===== config.mk =====
export PLATFORM = sky130hd
export DESIGN_NAME = spba_ctrl
export DESIGN_NICKNAME = d
export VERILOG_FILES = /design/src/design/spba_pkg.sv /design/src/design/spba_ctrl.sv
export SDC_FILE = /design/constraint.sdc
export NUM_CORES = 1
export LEC_CHECK = 0
export ABC_AREA = 1
export BUFFER_PORTS_ARGS = -buffer_cell sky130_fd_sc_hd__buf_2
export CAP_MARGIN = 40
export CORE_AREA = 2 2 39 41
export DETAILED_ROUTE_END_ITERATION = 8
export DIE_AREA = 0 0 41 43
export PLACE_DENSITY = 0.47
export SYNTH_ARGS = -nofsm -noshare
export SYNTH_HDL_FRONTEND = slang
export SYNTH_SLANG_ARGS = --single-unit

===== constraint.sdc =====
create_clock -name clk -period 2.6 [get_ports clk]
set_input_delay 0.52 -clock clk [delete_from_list [all_inputs] [get_ports clk]]
set_output_delay 0.52 -clock clk [all_outputs]
set_load 0.03 [all_outputs]

===== src/design/spba_pkg.sv =====
// ----------------------------------------------------------------------------
// spba_pkg
// Shared types and constants of the segregated power-of-two block allocator.
// ----------------------------------------------------------------------------
package spba_pkg;

  typedef enum logic [1:0] {
    FN_ALLOC = 2'd0,
    FN_FREE  = 2'd1,
    FN_SIZE  = 2'd2,
    FN_COUNT = 2'd3
  } func_t;

  typedef enum logic [2:0] {
    ST_OK    = 3'd0,
    ST_ZERO  = 3'd1,
    ST_LARGE = 3'd2,
    ST_FULL  = 3'd3,
    ST_RANGE = 3'd4
  } status_t;

  localparam int CFG_IDX_W = 1;
  localparam logic [CFG_IDX_W-1:0] REG_HEAP_START = 1'b0;
  localparam logic [CFG_IDX_W-1:0] REG_HEAP_END   = 1'b1;

  localparam logic [31:0] HEAP_START_RST = 32'h0000_0000;
  localparam logic [31:0] HEAP_END_RST   = 32'h0004_0000;

  // Controller to datapath commands.
  typedef struct packed {
    logic load;
    logic decode;
    logic lookup;
    logic access;
    logic commit;
  } dp_cmd_t;

  // Datapath to controller status.
  typedef struct packed {
    logic need_access;
  } dp_sts_t;

endpackage


===== src/design/spba_ctrl.sv =====
// ----------------------------------------------------------------------------
// spba_ctrl
// Sequencer: steps one transaction through decode, lookup, access (when the lookup asks for it), commit.
// ----------------------------------------------------------------------------
module spba_ctrl (
  input  logic             clk,
  input  logic             rst_n,
  input  logic             start,
  output logic             busy,
  input  spba_pkg::dp_sts_t sts,
  output spba_pkg::dp_cmd_t cmd
);
  import spba_pkg::*;

  typedef enum logic [4:0] {
    S_IDLE   = 5'b00001,
    S_DECODE = 5'b00010,
    S_LOOKUP = 5'b00100,
    S_ACCESS = 5'b01000,
    S_COMMIT = 5'b10000
  } state_t;

  state_t state_r, state_nxt;

  always_comb begin
    state_nxt = state_r;
    case (state_r)
      S_IDLE:   if (start) state_nxt = S_DECODE;
      S_DECODE: state_nxt = S_LOOKUP;
      S_LOOKUP: state_nxt = sts.need_access ? S_ACCESS : S_COMMIT;
      S_ACCESS: state_nxt = S_COMMIT;
      S_COMMIT: state_nxt = S_IDLE;
      default:  state_nxt = S_IDLE;
    endcase
  end

  always_ff @(posedge clk) begin
    if (!rst_n) begin
      state_r <= S_IDLE;
    end else begin
      state_r <= state_nxt;
    end
  end

  assign busy       = (state_r != S_IDLE);
  assign cmd.load   = (state_r == S_IDLE) && start;
  assign cmd.decode = (state_r == S_DECODE);
  assign cmd.lookup = (state_r == S_LOOKUP);
  assign cmd.access = (state_r == S_ACCESS);
  assign cmd.commit = (state_r == S_COMMIT);

endmodule


Word level (Yosys, flattened, before mapping)

Index checks and enable logic that the tools add are counted.

Flip-flop bits (word level): 5
Input port bits: 4
Logic and storage cells: 12

Equality and inequality tests: 7
Muxes and demuxes: 3
Reduce and logical (&&, ||, !) cells: 1

Operators by type and width:

| cell                                                             | number |
|---|---|
| 5-bit case mux with 4 select lines                               | 1 |
| 5-bit two-way mux                                                | 2 |
| 5-bit by 1-bit == test with 1-bit output (second input constant) | 1 |
| 5-bit by 2-bit == test with 1-bit output (second input constant) | 1 |
| 5-bit by 3-bit == test with 1-bit output (second input constant) | 1 |
| 5-bit by 4-bit == test with 1-bit output (second input constant) | 1 |
| 5-bit == test (second input constant)                            | 1 |
| 5-bit by 1-bit != test with 1-bit output (second input constant) | 1 |
| 2-bit != test (second input constant)                            | 1 |
| 1-bit logical AND                                                | 1 |

Logic depth before layout (Yosys ltp)

Word-level depth: 2
Gate-level depth with buffers: 6

Worst setup path before layout

Ideal clock, no wire load.

Path type: register to output
Start: register state_r[4]
End: output cmd[0] (netlist bit)
Data arrival time: 1.172 ns
Data required time: 2.080 ns
Setup slack: 0.908 ns
Cell stages (with the launch flop): 3
Cell sequence: dfxtp_1 > inv_1 > nor3_1

RTL lines:

| element                | RTL line        | source |
|---|---|---|
| from (decl)            | spba_ctrl.sv:23 | `state_t state_r, state_nxt;` |
| from (signal assigned) | spba_ctrl.sv:41 | `state_r <= state_nxt;` |
| to (decl)              | spba_ctrl.sv:11 | `output spba_pkg::dp_cmd_t cmd` |

==> results_dict.tcl <==
set metrics [dict create \
    total_power_uw 222 \
    fin_nets 62 \
    yosysWarnings 0 \
    numCtsBuffers 3 \
    diodes 0 \
    largest_reg_flops 5 \
    timing.setup.tns_ns 0 \
    globalRouteOverflowTotal 0 \
    ir_drop_uv 268 \
    r2r_end "state_r[0]" \
    finalCriticalPeriod_ns 1.73 \
    hpwlAfterDp_um 485 \
    clkSlewWorstSetupHoldPaths_ns 0.04 \
    power.density_nw_per_um2 574 \
    worst_slew_pin_slew_ns 0.175 \
    die_w_um 41 \
    cts_setup_buffers 0 \
    holdWs_ns 0.539 \
    ant_nets 0 \
    drv_slew 0 \
    drv_cap 0 \
    p_leak_nw 0.221 \
    first_pass_iters 4 \
    skew_ns 0.00247 \
    rsz0062_at_grt "no" \
    worst_ep_arrival_time_ns 1.21 \
    ys_seq_elements 5 \
    netlist_instances 45 \
    grt_max_degree 5 \
    port_buffers 9 \
    r2r_start "state_r[3]" \
    crit_path_end_kind "output port" \
    gp_congestion 0.667 \
    path_max_fanout 3 \
    largest-register "state_r" \
    htreeDepth 1 \
    r2r_cells 6 \
    ys_seq_area_share_pct 33.1 \
    dieArea_um2 1760 \
    wire_per_inst_um 8.07 \
    rows 14 \
    reg_top3 "state_r x5" \
    grt_pass1_vias 258 \
    reg2reg_slack_ns 1.67 \
    core_um2 1380 \
    area_growth_pct 27.7 \
    grt_pass1_wl_um 959 \
    drc 0 \
    grtUsageTotal_pct 8.84 \
    cts_root_buffer "clkbuf_4" \
    fmax_ghz 0.577 \
    crit_required_ns 2.08 \
    drt_iter0_drc 7 \
    synth_top_cell_by_area "dfxtp_1" \
    finalSetupViolCount 0 \
    worstSetupEndpoint "cmd[4]" \
    synth.avg_cell_area_um2 6.73 \
    synthesis.area_um2 303 \
    num_io_pins 10 \
    die_y_um 43 \
    finalHoldViolCount 0 \
    synth_cell_types 14 \
    crit_path_start_kind "flop" \
    cts_hold_buf 0 \
    slew_headroom_pct 88.3 \
    critPathLaunch "state_r[3]" \
    num_vias 280 \
    yosys.area.top_type_share_pct 33.1 \
    initial_core_util_pct 21.9 \
    via_per_inst 3.84 \
    hp-class "primary input to flop" \
    routed_wl_um 589 \
    fin_crit_sh_pct 66.7 \
    path_class "flop to output port" \
    cts_resized 0 \
    cts_sinks 5 \
    synth_fp_nets 49 \
    clk_latency_ns 0.24 \
    cts_buffer_depth 2 \
    synth_area_leaders "dfxtp_1 (33%), inv_1 (12%), nand2_1 (8.7%)" \
    antenna_found_initial 0 \
    outcome "finished, final reports clean" \
    tritoncts "done" \
    drive_gt1_share_pct 38.6 \
]
cells in the final DEF, fill, tap and decap left out:
cell type	n
o21ai_0	2
a21oi_2	1
clkbuf_4	3
clkbuf_1	1
nor3_1	1
nor3_2	2
inv_2	2
inv_1	10
nor2_1	7
dfxtp_1	5
nand2_1	7
nor2_2	1
nand4_1	2
buf_2	9
nor2_4	2
nand2_2	2
cells in the mapped netlist:
library cell,n
a21oi_2,1
buf_4,1
dfxtp_1,5
inv_1,10
inv_2,2
nand2_1,7
nand2_2,2
nand4_1,2
nor2_1,7
nor2_2,1
nor2_4,2
nor3_1,1
nor3_2,2
o21ai_0,2
cell type report:
| type | count | area (µm²) |
|---|---|---|
| clock buffers | 4 | 26.3 |
| fillers | 159 | 997 |
| inverters | 12 | 45.0 |
| multi-input cells | 27 | 150 |
| flip-flops and latches | 5 | 100 |
| well taps | 16 | 20.0 |
| repair buffers | 9 | 45.0 |
worst min-delay path by stage:
stage | startpoint | endpoint | slack [ns] | cells after the start
final | rst_n | state_r[0] | 0.54 | 4
after global routing | sts | state_r[3] | 0.55 | 3
after CTS | rst_n | state_r[0] | 0.53 | 4
after detailed placement | state_r[3] | state_r[4] | 0.59 | 3
after global placement | state_r[0] | state_r[1] | 0.60 | 4
after floorplan | state_r[0] | state_r[2] | 0.54 | 3
metal layers:
layer  share of wire [%]  GRT usage (%)  up-vias
met1                  48           10.6      109
met4                 2.0           10.0        0
li1                    -              -      156
met3                 8.5           3.14        2
met5                   0              0        -
met2                  42           10.6       13
stage by stage:
stage | std cells | utilization [%] | setup slack, ns | cell area, µm²
finish | 73 | 27.9 | 0.865 | 387
global route | 73 | 27.9 | 0.743 | 387
CTS | 73 | 27.9 | 0.859 | 387
detailed placement | 69 | 26.0 | 1.13 | 360
global placement | 69 | 26.0 | 1.11 | 360
floorplan | 45 | - | 0.908 | 303
cell families after synthesis:
kind of cell / Yosys count / share of synthesized area, %
AOI/OAI and AO/OA: 3 / 6.20
buffers and inverters: 13 / 17.4
DFF: 5 / 33.1
and+or+nand+nor: 24 / 43.4
worst max-delay path: stages (launching register included):
cell	delay, ns
dfxtp_1	0.31
inv_1	0.07
nand2_1	0.08
nor2_2	0.14
nand2_2	0.09
nor2_1	0.08
buf_2	0.19
where the power goes:
| group | leakage, nW | internal (mW) | total (mW) | switching, mW |
|---|---|---|---|---|
| Clock | 0.0150 | 0.0580 | 0.0888 | 0.0308 |
| Sequential | 0.0408 | 0.0806 | 0.0843 | 0.00369 |
| Combinational | 0.166 | 0.0159 | 0.0489 | 0.0330 |
| Total | 0.221 | 0.155 | 0.222 | 0.0675 |
Note: power is estimated with default switching activity, not from simulation.
